==> config.mk <==
export PLATFORM = sky130hd
export DESIGN_NAME = space_to_tab_compressor_unit
export DESIGN_NICKNAME = d
export VERILOG_FILES = /design/src/rtl/stc_pkg.sv /design/src/rtl/stc_ctrl.sv /design/src/rtl/stc_dp.sv /design/src/rtl/space_to_tab_compressor_unit.sv
export SDC_FILE = /design/constraint.sdc
export NUM_CORES = 1
export LEC_CHECK = 0
export ABC_CLOCK_PERIOD_IN_PS = 2800
export BUFFER_PORTS_ARGS = -buffer_cell sky130_fd_sc_hd__buf_2
export CELL_PAD_IN_SITES_DETAIL_PLACEMENT = 0
export CELL_PAD_IN_SITES_GLOBAL_PLACEMENT = 1
export CORE_AREA = 2 2 89 91
export CTS_CLUSTER_DIAMETER = 150
export DETAILED_ROUTE_END_ITERATION = 8
export DIE_AREA = 0 0 91 93
export GPL_ROUTABILITY_DRIVEN = 0
export GPL_TIMING_DRIVEN = 0
export HOLD_SLACK_MARGIN = 0.1
export PLACE_DENSITY_LB_ADDON = 0.1
export SLEW_MARGIN = 5
export SYNTH_ARGS = -nofsm -noshare
export SYNTH_HDL_FRONTEND = slang
export SYNTH_SLANG_ARGS = --single-unit
==> constraint.sdc <==
create_clock -name clk -period 2.8 [get_ports clk]
set_input_delay 0.14 -clock clk [delete_from_list [all_inputs] [get_ports clk]]
set_output_delay 0.14 -clock clk [all_outputs]
set_load 0.1 [all_outputs]
==> src/rtl/stc_pkg.sv <==
// ----------------------------------------------------------------------------
// stc_pkg
// Shared constants and types for the space-to-tab compressor.
// ----------------------------------------------------------------------------
package stc_pkg;

	localparam int unsigned BYTE_W     = 8;
	localparam int unsigned WIDTH_W    = 6;
	localparam int unsigned PHASE_W    = 5;
	localparam int unsigned PEND_W     = 6;
	localparam int unsigned CFG_IDX_W  = 1;
	localparam int unsigned CFG_DATA_W = 6;

	localparam logic [BYTE_W-1:0] CHAR_TAB = 8'h09;
	localparam logic [BYTE_W-1:0] CHAR_NL  = 8'h0A;
	localparam logic [BYTE_W-1:0] CHAR_SP  = 8'h20;

	localparam logic [WIDTH_W-1:0] TAB_WIDTH_RESET = 6'd8;
	localparam logic [WIDTH_W-1:0] TAB_WIDTH_MAX   = 6'd32;
	localparam logic [PEND_W-1:0]  PEND_MAX        = 6'd33;

	localparam logic [CFG_IDX_W-1:0] CFG_IDX_TAB_WIDTH = 1'b0;
	localparam logic [CFG_IDX_W-1:0] CFG_IDX_ALL_MODE  = 1'b1;

	// Which byte to drop into the output register this cycle
	typedef enum logic [1:0] {
		LD_NONE,
		LD_TAB,
		LD_SPACE,
		LD_CHAR
	} ld_sel_t;

	typedef struct packed {
		logic    accept;
		ld_sel_t ld;
		logic    last;
	} stc_cmd_t;

	typedef struct packed {
		logic plan_tab;    // accepted byte yields a tab
		logic plan_space;  // accepted byte yields flushed spaces
		logic plan_char;   // accepted byte is passed on
		logic space_left;  // space count not yet exhausted
		logic space_one;   // exactly one space left
		logic char_left;   // passed byte still to send
		logic out_free;    // output register can take a byte
	} stc_sts_t;

endpackage

==> src/rtl/stc_ctrl.sv <==
// ----------------------------------------------------------------------------
// stc_ctrl
// Sequencer: accepts a byte, then steps through tab, spaces and the byte.
// ----------------------------------------------------------------------------
module stc_ctrl import stc_pkg::*; (
	input  logic     clk,
	input  logic     arst_n,
	input  logic     in_valid,
	output logic     in_stall,
	input  stc_sts_t sts,
	output stc_cmd_t cmd
);

	typedef enum logic [1:0] {
		S_IDLE,
		S_TAB,
		S_SPACE,
		S_CHAR
	} state_t;

	state_t state_q;
	state_t state_nxt;
	logic   stall_q;

	always_comb begin
		cmd       = '{accept: 1'b0, ld: LD_NONE, last: 1'b0};
		state_nxt = state_q;
		unique case (state_q)
			S_IDLE: begin
				if (in_valid) begin
					cmd.accept = 1'b1;
					if (sts.plan_tab)
						state_nxt = S_TAB;
					else if (sts.plan_space)
						state_nxt = S_SPACE;
					else if (sts.plan_char)
						state_nxt = S_CHAR;
				end
			end
			S_TAB: begin
				if (sts.out_free) begin
					cmd.ld   = LD_TAB;
					cmd.last = !sts.space_left && !sts.char_left;
					if (sts.space_left)
						state_nxt = S_SPACE;
					else if (sts.char_left)
						state_nxt = S_CHAR;
					else
						state_nxt = S_IDLE;
				end
			end
			S_SPACE: begin
				if (sts.out_free) begin
					cmd.ld   = LD_SPACE;
					cmd.last = sts.space_one && !sts.char_left;
					if (sts.space_one)
						state_nxt = sts.char_left ? S_CHAR : S_IDLE;
				end
			end
			S_CHAR: begin
				if (sts.out_free) begin
					cmd.ld    = LD_CHAR;
					cmd.last  = 1'b1;
					state_nxt = S_IDLE;
				end
			end
			default: state_nxt = S_IDLE;
		endcase
	end

	// Hold off input whenever a byte plan is still being sent
	always_ff @(posedge clk or negedge arst_n) begin
		if (!arst_n) begin
			state_q <= S_IDLE;
			stall_q <= 1'b0;
		end else begin
			state_q <= state_nxt;
			stall_q <= (state_nxt != S_IDLE);
		end
	end

	assign in_stall = stall_q;

endmodule

==> src/rtl/stc_dp.sv <==
// ----------------------------------------------------------------------------
// stc_dp
// Datapath: configuration, line state, byte plan and output register.
// ----------------------------------------------------------------------------
module stc_dp import stc_pkg::*; (
	input  logic                  clk,
	input  logic                  arst_n,
	input  logic                  cfg_we,
	input  logic [CFG_IDX_W-1:0]  cfg_index,
	input  logic [CFG_DATA_W-1:0] cfg_data,
	input  logic [BYTE_W-1:0]     in_byte,
	input  stc_cmd_t              cmd,
	output stc_sts_t              sts,
	output logic                  out_valid,
	input  logic                  out_stall,
	output logic [BYTE_W-1:0]     out_byte,
	output logic                  last
);

	// Configuration
	logic [WIDTH_W-1:0] tab_width_q;
	logic               all_mode_q;

	// Line state
	logic [PEND_W-1:0]  pend_q;
	logic               line_start_q;
	logic [PHASE_W-1:0] phase_q;
	logic               prev_sp_q;

	// Byte plan of the accepted item
	logic [PEND_W-1:0]  cnt_q;
	logic               chr_q;
	logic [BYTE_W-1:0]  byte_q;

	// Output register
	logic               out_valid_q;
	logic [BYTE_W-1:0]  out_byte_q;
	logic               out_last_q;

	logic [WIDTH_W-1:0] tw;
	logic               is_sp;
	logic               is_nl;
	logic [PEND_W-1:0]  pend_a;
	logic [PEND_W:0]    pend_inc;
	logic [WIDTH_W-1:0] phase_inc;
	logic [PEND_W-1:0]  n_pend;
	logic               n_line_start;
	logic [PHASE_W-1:0] n_phase;
	logic               n_prev_sp;
	logic               p_tab;
	logic [PEND_W-1:0]  p_cnt;
	logic               p_chr;
	logic               out_free;

	always_comb begin
		if (tab_width_q == '0)
			tw = WIDTH_W'(1);
		else if (tab_width_q > TAB_WIDTH_MAX)
			tw = TAB_WIDTH_MAX;
		else
			tw = tab_width_q;
	end

	assign is_sp = (in_byte == CHAR_SP);
	assign is_nl = (in_byte == CHAR_NL);

	always_comb begin
		n_pend       = pend_q;
		n_line_start = line_start_q;
		n_phase      = phase_q;
		n_prev_sp    = prev_sp_q;
		p_tab        = 1'b0;
		p_cnt        = '0;
		p_chr        = 1'b0;
		pend_a       = pend_q;
		pend_inc     = {1'b0, pend_q} + (PEND_W+1)'(1);
		phase_inc    = {1'b0, phase_q} + WIDTH_W'(1);
		if (!all_mode_q) begin
			if (line_start_q && is_sp) begin
				if (pend_inc >= {1'b0, tw}) begin
					p_tab  = 1'b1;
					n_pend = '0;
				end else begin
					n_pend = pend_inc[PEND_W-1:0];
				end
			end else begin
				n_line_start = is_nl;
				p_cnt        = (pend_q > PEND_MAX) ? PEND_MAX : pend_q;
				n_pend       = '0;
				p_chr        = 1'b1;
			end
		end else begin
			// Tab stop reached after a run of more than one space
			if (phase_q == '0 && prev_sp_q && pend_q > PEND_W'(1)) begin
				p_tab  = 1'b1;
				pend_a = '0;
			end
			pend_inc = {1'b0, pend_a} + (PEND_W+1)'(1);
			n_phase  = (phase_inc >= tw) ? '0 : phase_inc[PHASE_W-1:0];
			if (is_sp) begin
				n_prev_sp = 1'b1;
				if (prev_sp_q)
					n_pend = (pend_a < PEND_MAX) ? pend_inc[PEND_W-1:0] : pend_a;
				else
					n_pend = PEND_W'(1);
			end else begin
				p_chr     = 1'b1;
				n_prev_sp = 1'b0;
				if (prev_sp_q) begin
					p_cnt  = (pend_a > PEND_MAX) ? PEND_MAX : pend_a;
					n_pend = '0;
				end else begin
					n_pend = pend_a;
				end
				if (is_nl) begin
					n_pend    = '0;
					n_phase   = '0;
					n_prev_sp = 1'b1;
				end
			end
		end
	end

	always_ff @(posedge clk or negedge arst_n) begin
		if (!arst_n) begin
			tab_width_q <= TAB_WIDTH_RESET;
			all_mode_q  <= 1'b0;
		end else if (cfg_we) begin
			unique case (cfg_index)
				CFG_IDX_TAB_WIDTH: tab_width_q <= cfg_data;
				CFG_IDX_ALL_MODE:  all_mode_q  <= cfg_data[0];
				default: ;
			endcase
		end
	end

	always_ff @(posedge clk or negedge arst_n) begin
		if (!arst_n) begin
			pend_q       <= '0;
			line_start_q <= 1'b1;
			phase_q      <= '0;
			prev_sp_q    <= 1'b1;
		end else if (cmd.accept) begin
			pend_q       <= n_pend;
			line_start_q <= n_line_start;
			phase_q      <= n_phase;
			prev_sp_q    <= n_prev_sp;
		end
	end

	always_ff @(posedge clk) begin
		if (cmd.accept) begin
			cnt_q  <= p_cnt;
			chr_q  <= p_chr;
			byte_q <= in_byte;
		end else if (cmd.ld == LD_SPACE) begin
			cnt_q <= cnt_q - PEND_W'(1);
		end
	end

	assign out_free = !out_valid_q || !out_stall;

	always_ff @(posedge clk or negedge arst_n) begin
		if (!arst_n)
			out_valid_q <= 1'b0;
		else if (cmd.ld != LD_NONE)
			out_valid_q <= 1'b1;
		else if (!out_stall)
			out_valid_q <= 1'b0;
	end

	always_ff @(posedge clk) begin
		if (cmd.ld != LD_NONE) begin
			out_last_q <= cmd.last;
			case (cmd.ld)
				LD_TAB:   out_byte_q <= CHAR_TAB;
				LD_SPACE: out_byte_q <= CHAR_SP;
				default:  out_byte_q <= byte_q;
			endcase
		end
	end

	always_comb begin
		sts.plan_tab   = p_tab;
		sts.plan_space = (p_cnt != '0);
		sts.plan_char  = p_chr;
		sts.space_left = (cnt_q != '0);
		sts.space_one  = (cnt_q == PEND_W'(1));
		sts.char_left  = chr_q;
		sts.out_free   = out_free;
	end

	assign out_valid = out_valid_q;
	assign out_byte  = out_byte_q;
	assign last      = out_last_q;

endmodule

==> src/rtl/space_to_tab_compressor_unit.sv <==
// ----------------------------------------------------------------------------
// space_to_tab_compressor_unit
// Turns runs of spaces in a byte stream into tabs at a programmable width.
// ----------------------------------------------------------------------------
//
//  channel  | direction | handshake           | payload
//  ---------+-----------+---------------------+------------------------------
//  input    | in        | in_valid / in_stall | in_byte
//  output   | out       | out_valid/out_stall | out_byte, last
//  config   | in        | cfg_valid/cfg_ready | cfg_index, cfg_data
//
//  An input transaction is taken while the sequencer is idle; it then
//  produces n output bytes (0 to 34), one per cycle into the single
//  output register unless out_stall holds it. The last byte of an item
//  is taken in while it waits in the output register, and the next input
//  transaction may already land.
//  Reset clears the line state and sets tab_width to 8, leading mode.
//  Output stall holds the output register and the sequencer's send states.
//
module space_to_tab_compressor_unit import stc_pkg::*; (
	input  logic                  clk,
	input  logic                  arst_n,
	// input byte stream
	input  logic                  in_valid,
	output logic                  in_stall,
	input  logic [BYTE_W-1:0]     in_byte,
	// output byte stream
	output logic                  out_valid,
	input  logic                  out_stall,
	output logic [BYTE_W-1:0]     out_byte,
	output logic                  last,
	// configuration writes
	input  logic                  cfg_valid,
	output logic                  cfg_ready,
	input  logic [CFG_IDX_W-1:0]  cfg_index,
	input  logic [CFG_DATA_W-1:0] cfg_data
);

	stc_cmd_t cmd;
	stc_sts_t sts;
	logic     cfg_we;

	// Register writes are always taken; the user must send them only while idle, the block does not enforce it
	assign cfg_ready = 1'b1;
	assign cfg_we    = cfg_valid && cfg_ready;

	// Sequencer: accept a byte, then send tab, spaces and the byte in order
	stc_ctrl u_ctrl (
		.clk      (clk),
		.arst_n   (arst_n),
		.in_valid (in_valid),
		.in_stall (in_stall),
		.sts      (sts),
		.cmd      (cmd)
	);

	// Datapath: line state update, byte plan and the output register
	stc_dp u_dp (
		.clk       (clk),
		.arst_n    (arst_n),
		.cfg_we    (cfg_we),
		.cfg_index (cfg_index),
		.cfg_data  (cfg_data),
		.in_byte   (in_byte),
		.cmd       (cmd),
		.sts       (sts),
		.out_valid (out_valid),
		.out_stall (out_stall),
		.out_byte  (out_byte),
		.last      (last)
	);

endmodule
==> After elaboration in Yosys (flattened, before gate mapping) <==
Cells that the tools add are included.
{ "word_totals": {"out_inout_bits": 12, "elab_cells": 111, "input_bits": 20, "regBits": 48} }
{ "classes": {"eq_ne": 9, "magnitude_cmp": 7, "mux": 52, "addsub": 4, "bitwise": 3, "reduce_logical": 22} }
{ "op_table": {"columns": ["cell", "n"], "rows": [
  ["2-to-1 mux 6 bit", 20],
  ["2-to-1 mux 2 bit", 11],
  ["> comparator 6 bit (second input constant)", 3],
  ["case mux 8 bit (2 select lines)", 1],
  ["2-to-1 mux 5 bit", 3],
  ["2-to-1 mux 1 bit", 13],
  ["nonzero test 6 bit", 2],
  ["case mux 3 bit (3 select lines)", 1],
  ["== test 8 x 4 -> 1 bit (second input constant)", 1],
  ["== test 8 x 6 -> 1 bit (second input constant)", 1],
  ["case mux 2 bit (4 select lines)", 1],
  ["adder 6 x 1 -> 7 bit (second input constant)", 1],
  [">= comparator 7 x 6 -> 1 bit", 1],
  ["adder 5 x 1 -> 6 bit (second input constant)", 1],
  ["adder 6 x 1 -> 6 bit (second input constant)", 1],
  ["== test 2 bit (second input constant)", 3],
  ["== test 6 x 1 -> 1 bit (second input constant)", 1],
  [">= comparator 6 bit", 1],
  ["> comparator 6 x 1 -> 1 bit (second input constant)", 1],
  ["zero test 6 bit", 1],
  ["less-than comparator 6 bit (second input constant)", 1],
  ["2-to-1 mux 3 bit", 2],
  ["AND reduction 2 bit", 3],
  ["nonzero test 2 bit", 3],
  ["10 further kinds", 20]
]} }

==> Depth between registers and ports, before layout <==
Gate-level depths: netlist of run 1.
{ "depth": {"word_depth": 16, "mapped_depth": 14, "depth_no_buf": 14} }

==> Cells and area by module <==
Synthesis of run 1 repeated with hierarchy kept, for this count alone.
{ "hier_totals": {"hier_cells": 314, "hier_area_um2": 3119.2} }
{ "modules_own_cells": {"columns": ["module", "seq_area_each_um2", "instances", "cells_each", "area_each_um2"], "rows": [
  ["stc_dp", 1249.9, 1, 289, 2911.5],
  ["stc_ctrl", 75.1, 1, 23, 196.4],
  ["space_to_tab_compressor_unit", 0.0, 1, 2, 11.3]
]} }

==> Worst setup path before layout of run 1 <==
No wires, ideal clock.
{ "synth_path": {"path_type": "register to register", "start": "register u_dp.prev_sp_q", "end": "register u_dp.pend_q[1]", "period_less_slack_ns": 2.988, "setup_slack_ns": -0.188, "path_buffers": 0, "stages_incl_launch_ff": 13, "t_required_ns": 2.674, "arrival_ns": 2.862, "setup_ns": 0.126, "cell_sequence": "dfstp_2 > or4b_4 > nor2_4 > o21ai_2 > and2_1 > inv_1 > ha_1 > or4b_1 > nand2_1 > nor2_1 > a41oi_1 > nand2_1 > a221o_1"} }
{ "synth_via": {"elab_chain_cells": 9, "word_cells_on_any_way": 12, "classes_between": "add/sub (1); order compare (1); mux (8); reduce/logical (2)"} }
{ "synth_lines": {"columns": ["element", "line_no", "source"], "rows": [
  ["start: declaration", "stc_dp.sv:28", "logic prev_sp_q;"],
  ["start signal: assignment", "stc_dp.sv:147", "prev_sp_q <= n_prev_sp;"],
  ["logical AND 1 bit (2 in a row)", "stc_dp.sv:94", "if (phase_q == '0 && prev_sp_q && pend_q > PEND_W'(1)) begin"],
  ["2-to-1 mux 6 bit", "stc_dp.sv:94", null],
  ["2-to-1 mux 6 bit", "stc_dp.sv:78", "if (!all_mode_q) begin"],
  ["adder 6 x 1 -> 6 bit / less-than comparator 6 bit (equally long branches)", "stc_dp.sv:98, stc_dp.sv:103", null],
  ["2-to-1 mux 6 bit", "stc_dp.sv:103", "n_pend = (pend_a < PEND_MAX) ? pend_inc[PEND_W-1:0] : pend_a;"],
  ["2-to-1 mux 6 bit", "stc_dp.sv:102", "if (prev_sp_q)"],
  ["2-to-1 mux 6 bit (*)", "stc_dp.sv:100", "if (is_sp) begin"],
  ["2-to-1 mux 6 bit (*)", "stc_dp.sv:78", null],
  ["end signal: assignment", "stc_dp.sv:144", "pend_q <= n_pend;"],
  ["end: declaration", "stc_dp.sv:25", "logic [PEND_W-1:0] pend_q;"]
]} }
Mark *: on every way between the ends. The rest lies on a longest branch, timed or not. The select of a mux whose other input is x is not followed.
A chain may end at the register's enable or synchronous reset.

==> Final worst setup path of run 1 <==
{ "layout_path": {"start": "register u_dp.prev_sp_q", "end": "register u_dp.pend_q[2]"} }
Same word-level chain as after synthesis.

==> results of run 1 <==
sequential cells by signal (all words and copies together) (netlist names):
name	count
u_ctrl.in_stall	1
u_ctrl.state_q	2
u_dp.all_mode_q	1
u_dp.byte_q	8
u_dp.chr_q	1
u_dp.cnt_q	6
u_dp.last	1
u_dp.line_start_q	1
u_dp.out_byte	8
u_dp.out_valid	1
u_dp.pend_q	6
u_dp.phase_q	5
u_dp.prev_sp_q	1
u_dp.tab_width_q	6
power groups by stage:
stage	Clock [mW]	Sequential [mW]	Combinational [mW]
finish	0.530	1.19	1.87
global route	0.576	1.22	2.03
CTS	0.538	1.19	1.85
detailed placement	0	1.21	1.75
global placement	0	1.21	1.74
floorplan	0	1.77	0.833
through the flow:
stage	std cells	hold WS (ns)	setup slack, ns	area [µm²]
finish	473	0.141	-0.133	3800
global route	473	0.138	-0.279	3800
CTS	467	0.140	-0.130	3730
detailed placement	438	0.201	-0.585	3360
global placement	438	0.201	-0.562	3360
floorplan	306	-0.156	-0.145	3080
worst paths after layout:
check / endpoint / slack (ns) / cells past startpoint
worst max-delay path: u_dp.pend_q[2]$_DFFE_PN0P_ / -0.13 / 11
min in group asynchronous: u_dp.pend_q[2]$_DFFE_PN0P_ / 0.36 / 2
worst min-delay path: u_dp.last$_DFFE_PP_ / 0.14 / 2
max in group asynchronous: u_dp.pend_q[4]$_DFFE_PN0P_ / 1.98 / 2
worst max register to register: u_dp.pend_q[2]$_DFFE_PN0P_ / -0.13 / 11
worst min register to register: u_dp.tab_width_q[0]$_DFFE_PN0P_ / 0.52 / 1
cell usage after synthesis, types with 3 or more instances:
cell type and count:
a211oi_1 4, xor2_1 6, a22o_1 5, ha_1 25
edfxtp_1 24, o31ai_1 4, nor2_1 18, mux2_2 7
inv_1 22, nor2b_1 7, or3_1 3, xnor2_1 6
o21ai_0 13, dfrtp_1 21, nand3_1 9, dfstp_2 3
nand2_1 41, nand4_1 3, nor3_1 10, nand2b_1 5
a21oi_1 15, clkbuf_1 7
kinds of logic (layout without fill, tap and decap cells):
kind of cell    after synthesis  count (layout)
compound gates               65              65
xor+xnor                     12              12
fa+ha+maj                    25              25
buf+inv                      32              97
flops                        48              48
mux                           7               7
other cells                   1               1
simple gates                116             116
area by class of cell:
class,count,area [µm²],area share (%)
clock buffers,5,68.8,1.81
well taps,102,128,3.36
repair buffers,59,409,10.8
plain buffers,8,52.6,1.38
flip-flops and latches,48,1330,35.0
clock inverters,3,47.5,1.25
multi-input cells,226,1680,44.2
inverters,22,85.1,2.24
repair_timing:
| action | in CTS | in global routing |
|---|---|---|
| pin swaps | 11 | 9 |
| setup endpoints to repair | 13 | 12 |
| buffers inserted | 8 | 6 |
| resized for setup | 15 | 8 |
| gates cloned | 0 | 0 |
| endpoints found under the hold margin | 36 | 0 |
| hold buffers | 15 | 0 |
per-layer routing:
metal | global-route usage (%) | up-vias | part of all wire (%)
met3 | 2.90 | 10 | 2.3
li1 | - | 1233 | -
met4 | 6.82 | 0 | 2.2
met5 | 0 | - | 0
met1 | 22.0 | 1143 | 45
met2 | 31.6 | 39 | 50
==> results by group, run 1 <==
Hold path
  – HP Class: in -> reg
  – Min-Delay Startpoint: out_stall

Critical path
  – RR Startpoint: u_dp.prev_sp_q$_DFFE_PN1P_
  – Worst path slowest cell: dfstp_2
  – Arr. time, crit path: 3.18 ns
  – CP Launch Type: register
  – Crit path capture type: register
  – CP required: 3.05 ns
  – Cell Chain, Critical Path: or4b_4 > nor2_4 > o21ai_4 > and2_4 > inv_4 > ha_4 > or4b_4 > o211ai_1 > nand2_1 > o32a_1 > o211ai_2
  – Cell family with most CP delay: simple AND/OR/NAND/NOR gates
  – WP buf/inv: 1
  – Critical path launch point: u_dp.prev_sp_q$_DFFE_PN1P_
  – CP max stage delay: 0.55 ns
  – Crit path max fanout: 3
  – Most common cell on crit path: or4b_4
  – Crit path kind: reg -> reg

Drt
  – Post-route ant nets: 0
  – Vias: 2,425
  – DRC viols: 0
  – DRT iter0 DRCs: 62
  – Avg WL per Cell: 15.1 µm
  – WL final: 7.16 mm
  – DR pass1 iterations: 5
  – Via/cell ratio: 5.13

Cells and area
  – Area Growth Syn to Fin: 24.4%
  – Final Net Count: 415
  – # fillers: 731
  – Most common cell after layout, fill and taps aside: nand2_1
  – Final core utilization: 50.4%
  – # diodes: 0
  – Most frequent cells in the layout: 40 x nand2_1, 30 x buf_2, 24 x edfxtp_1
  – Share of post-route cells with drive strength above 1: 27.2%

Place
  – Port bufs: 30
  – DPL Wire Length: 5.22 mm

GRT
  – Total GRT Usage: 17.9%
  – First-pass GRT wire length: 12.0 mm
  – Vias in the first global route: 2,507
  – Largest net degree at the start of global routing: 25
  – Antenna violations before repair: 0
  – Gr ovfl total: 0

Synthesis
  – Top cell type by total area after synthesis: edfxtp_1
  – Largest family of logic cells by synthesized area: simple AND/OR/NAND/NOR gates
  – Synth Area in XOR/XNOR: 3.44%
  – Top_reg_cell synth: edfxtp_1
  – Post-synthesis simple-gate area fraction: 19.9%
  – Syn_area_per_cell: 9.97 µm²
  – Cell Area, Synth: 3050 µm²
  – Synth top area share: 23.6%
  – Post-synth net total: 351
  – Top post-synthesis cells by area: edfxtp_1 24%, dfrtp_1 17%, ha_1 10%
  – Synth Warn #: 0
  – Seq/Total Area, Yosys: 43.4%
  – Flops & latches, synth: 48
  – Post-synth EDFFs: 24
  – Adder-cell share of the synthesized area: 10.3%
  – Synth unique cells: 65
  – Async SR Flop Fraction: 50.0%
  – Compound-Gate Fraction of Synth Area: 15.6%
  – Synth Instances: 306
  – Post-synthesis mux area share: 2.58%

Pwr
  – Combinational Power Share: 52.1%
  – Int Pwr: 1.87 mW
  – Switch Pwr: 1.71 mW
  – Total power per unit cell area: 943 nW/µm²
  – Maximum vdd ir drop: 0.456 mV
  – Total Power: 3.58 mW
  – Clk pwr share: 14.8%
  – Sw Share: 47.8%
  – Leakage: 1.60 nW
  – Seq pwr share: 33.1%

Outcome
  – Failing checks: setup timing
  – Status: finished, violations left

Floorplan
  – I/O pins: 32
  – Die width: 91 µm
  – Initial core utilization: 40.5%
  – Die Ht: 93 µm
  – Die area: 8460 µm²
  – Row Count: 32
  – Core area: 7530 µm²

STA
  – Clock Skews: 0.0177 ns
  – Final WS setup: -0.133 ns
  – Slew Viols, Final: 0
  – Minimum clock period: 2.93 ns
  – Final Hold Viols: 0
  – Period utilization: 105%
  – Maximum clock frequency: 341 MHz
  – Final setup TNS: -0.366 ns
  – Slew HR: 58.2%
  – Setup Viol. Count Final: 5
  – Worst-margin pin slew: 0.627 ns
  – RSZ-0062 raised after global routing: yes

CTS
  – Clock root cell: clkbuf_8
  – Later-pin clock latency in the skew report: 0.32 ns
  – TritonCTS clock tree: yes
  – CTS sink count: 48
  – CTS Buf Count: 5
  – Max Root-Sink Buffers: 2
  – H-tree Lvls: 2
  – Clock transition at path regs: 0.11 ns

Run
  – MaxCap Viol Count: 0
No activity file was read; power rests on OpenSTA's default activity.
==> run 2: changes to the inputs <==
--- a/config.mk
+++ b/config.mk
@@ -17,6 +17,7 @@
 export GPL_TIMING_DRIVEN = 0
 export HOLD_SLACK_MARGIN = 0.1
 export PLACE_DENSITY_LB_ADDON = 0.1
+export RECOVER_POWER = 25
 export SLEW_MARGIN = 5
 export SYNTH_ARGS = -nofsm -noshare
 export SYNTH_HDL_FRONTEND = slang
==> run 2 against run 1 <==
The flow still finishes with violations (setup timing). Wire length shrank 0.21%. First-iteration DRC count grew 31%. Clock power is essentially flat. Final cell count is the same. Flip-flop and latch count is the same. Non-clock buffer count is the same. Combinational power is essentially flat. Sequential power is essentially flat. Via count grew 0.78%. Hold slack is essentially flat. Utilization shrank 0.13 points. Largest cell class unchanged.
==> results by group, run 2 (same netlist as run 1, synthesis figures left out) <==
Outcome
  – Status: finished, violations left (unchanged)
  – Failing checks: setup timing (unchanged)

Cells and area
  – Most common cell after layout, fill and taps aside: nand2_1 (unchanged)
  – Final Cell Area: 3790 µm² (was 3800 µm²)
  – Final Net Count: 415 (unchanged)
  – Most frequent cells in the layout: 40 x nand2_1, 24 x edfxtp_1, 23 x ha_1 (was 40 x nand2_1, 30 x buf_2, 24 x edfxtp_1)
  – Share of post-route cells with drive strength above 1: 25.1% (was 27.2%)
  – # diodes: 0 (unchanged)
  – Area Growth Syn to Fin: 24.1% (was 24.4%)

Pwr
  – Switch Pwr: 1.71 mW (about the same)
  – Total power per unit cell area: 945 nW/µm² (was 943 nW/µm²)
  – Combinational Power Share: 52.1% (about the same)
  – Sw Share: 47.8% (about the same)
  – Maximum vdd ir drop: 0.450 mV (was 0.456 mV)
  – Clk pwr share: 14.8% (about the same)
  – Seq pwr share: 33.1% (about the same)
  – Int Pwr: 1.87 mW (about the same)
  – Leakage: 1.58 nW (was 1.60 nW)

GRT
  – First-pass GRT wire length: 12.0 mm (unchanged)
  – Gr ovfl total: 0 (unchanged)
  – Antenna violations before repair: 0 (unchanged)
  – Largest net degree at the start of global routing: 25 (unchanged)
  – Total GRT Usage: 17.9% (unchanged)
  – Vias in the first global route: 2,507 (unchanged)

STA
  – Worst-margin pin slew: 1.49 ns (was 0.627 ns)
  – Setup Viol. Count Final: 4 (was 5)
  – Slew HR: 0.877% (was 58.2%)
  – Minimum clock period: 2.93 ns (about the same)
  – Slew Viols, Final: 0 (unchanged)
  – Maximum clock frequency: 342 MHz (was 341 MHz)
  – Clock Skews: 0.0154 ns (was 0.0177 ns)
  – Period utilization: 104% (was 105%)
  – RSZ-0062 raised after global routing: yes (unchanged)
  – Final WS setup: -0.126 ns (was -0.133 ns)
  – Final Hold Viols: 0 (unchanged)

CTS
  – Max Root-Sink Buffers: 2 (unchanged)
  – TritonCTS clock tree: yes (unchanged)
  – H-tree Lvls: 2 (unchanged)
  – CTS sink count: 48 (unchanged)
  – Clock root cell: clkbuf_8 (unchanged)
  – Clock transition at path regs: 0.11 ns (about the same)
  – Later-pin clock latency in the skew report: 0.32 ns (about the same)
  – CTS Buf Count: 5 (unchanged)

Drt
  – DRT iter0 DRCs: 81 (was 62)
  – Avg WL per Cell: 15.1 µm (about the same)
  – WL final: 7.15 mm (was 7.16 mm)
  – Vias: 2,444 (was 2,425)
  – Via/cell ratio: 5.17 (was 5.13)
  – DRC viols: 0 (unchanged)
  – Post-route ant nets: 0 (unchanged)
  – DR pass1 iterations: 4 (was 5)

Critical path
  – Crit path max fanout: 3 (unchanged)
  – CP Launch Type: register (unchanged)
  – CP required: 3.04 ns (was 3.05 ns)
  – Crit path capture type: register (unchanged)
  – Arr. time, crit path: 3.17 ns (was 3.18 ns)
  – Crit path kind: reg -> reg (unchanged)

Hold path
  – HP Class: in -> reg (unchanged)

Place
  – DPL Wire Length: 5.22 mm (unchanged)
  – Placed cell area: 3360 µm² (unchanged)
  – Port bufs: 30 (unchanged)
  – Setup WS pre-CTS: -0.585 ns (unchanged)

Floorplan
  – Core area: 7530 µm² (unchanged)
  – Die area: 8460 µm² (unchanged)
  – Initial core utilization: 40.5% (unchanged)
  – Die width: 91 µm (unchanged)
  – Die Ht: 93 µm (unchanged)
  – I/O pins: 32 (unchanged)
  – Row Count: 32 (unchanged)

Run
  – MaxCap Viol Count: 0 (unchanged)
==> run 2: changes by cell type in the layout (fill, tap and decap cells not counted), sizes merged <==
cell / delta
buf: -8
clkbuf: +8
==> run 2: worst max-delay path, cell delays in order (launching register included) <==
cell and delay [ns]:
dfstp_2 0.55, or4b_4 0.48, nor2_4 0.15, o21ai_4 0.09, and2_4 0.15, inv_4 0.05, ha_4 0.11, or4b_4 0.48
o211ai_1 0.20, nand2_1 0.12, o32a_1 0.31, o211ai_2 0.15
==> run 2: power by group through the flow <==
stage          clock network (mW)  logic [mW]  registers, mW
2_1_floorplan                   0       0.833           1.77
3_3_place_gp                    0        1.74           1.21
3_5_place_dp                    0        1.75           1.21
4_1_cts                     0.538        1.85           1.19
5_1_grt                     0.576        2.03           1.22
6_report                    0.528        1.87           1.19
==> run 2: path summary, 6_finish.rpt <==
check	startpoint	end	slack, ns	cells past startpoint
min in group asynchronous	arst_n	u_dp.pend_q[2]$_DFFE_PN0P_	0.70	2
setup / recovery	u_dp.prev_sp_q$_DFFE_PN1P_	u_dp.pend_q[2]$_DFFE_PN0P_	-0.13	11
hold reg to reg	u_dp.tab_width_q[0]$_DFFE_PN0P_	u_dp.tab_width_q[0]$_DFFE_PN0P_	0.52	1
max in group asynchronous	arst_n	u_dp.pend_q[4]$_DFFE_PN0P_	1.12	2
hold / removal	out_stall	u_dp.last$_DFFE_PP_	0.14	2
setup reg to reg	u_dp.prev_sp_q$_DFFE_PN1P_	u_dp.pend_q[2]$_DFFE_PN0P_	-0.13	11
==> run 2: through the flow <==
stage	hold WS (ns)	utilization, %	total power [mW]	setup TNS [ns]	cells
floorplan	-0.156	-	2.60	-0.369	306
global placement	0.201	44.6	2.95	-5.46	438
detailed placement	0.201	44.6	2.96	-5.58	438
CTS	0.140	49.5	3.58	-0.436	467
global route	0.138	50.3	3.83	-1.72	473
finish	0.140	50.3	3.58	-0.330	473
==> run 2: what timing repair did <==
action / 4_1_cts / 5_1_grt
gates cloned: 0 / 0
hold buffers: 15 / 0
hold endpoints to repair: 36 / 0
setup buffers: 8 / 6
pin swaps: 11 / 9
resized for setup: 15 / 8
setup endpoints to repair: 13 / 12
==> run 2: cell type report <==
cell class,instances,area [µm²]
inverters,22,85.1
fillers,735,3740
flip-flops and latches,48,1330
multi-input cells,226,1680
well taps,102,128
plain buffers,8,52.6
repair buffers,59,399
clock buffers,5,68.8
clock inverters,3,47.5
==> run 2: layer usage <==
| metal | vias up | GRT usage, % | wire length, µm |
|---|---|---|---|
| met3 | 14 | 2.90 | 187 |
| met5 | - | 0 | 0 |
| met4 | 0 | 6.82 | 183 |
| met2 | 39 | 31.6 | 3600 |
| met1 | 1157 | 22.0 | 3180 |
| li1 | 1234 | - | - |
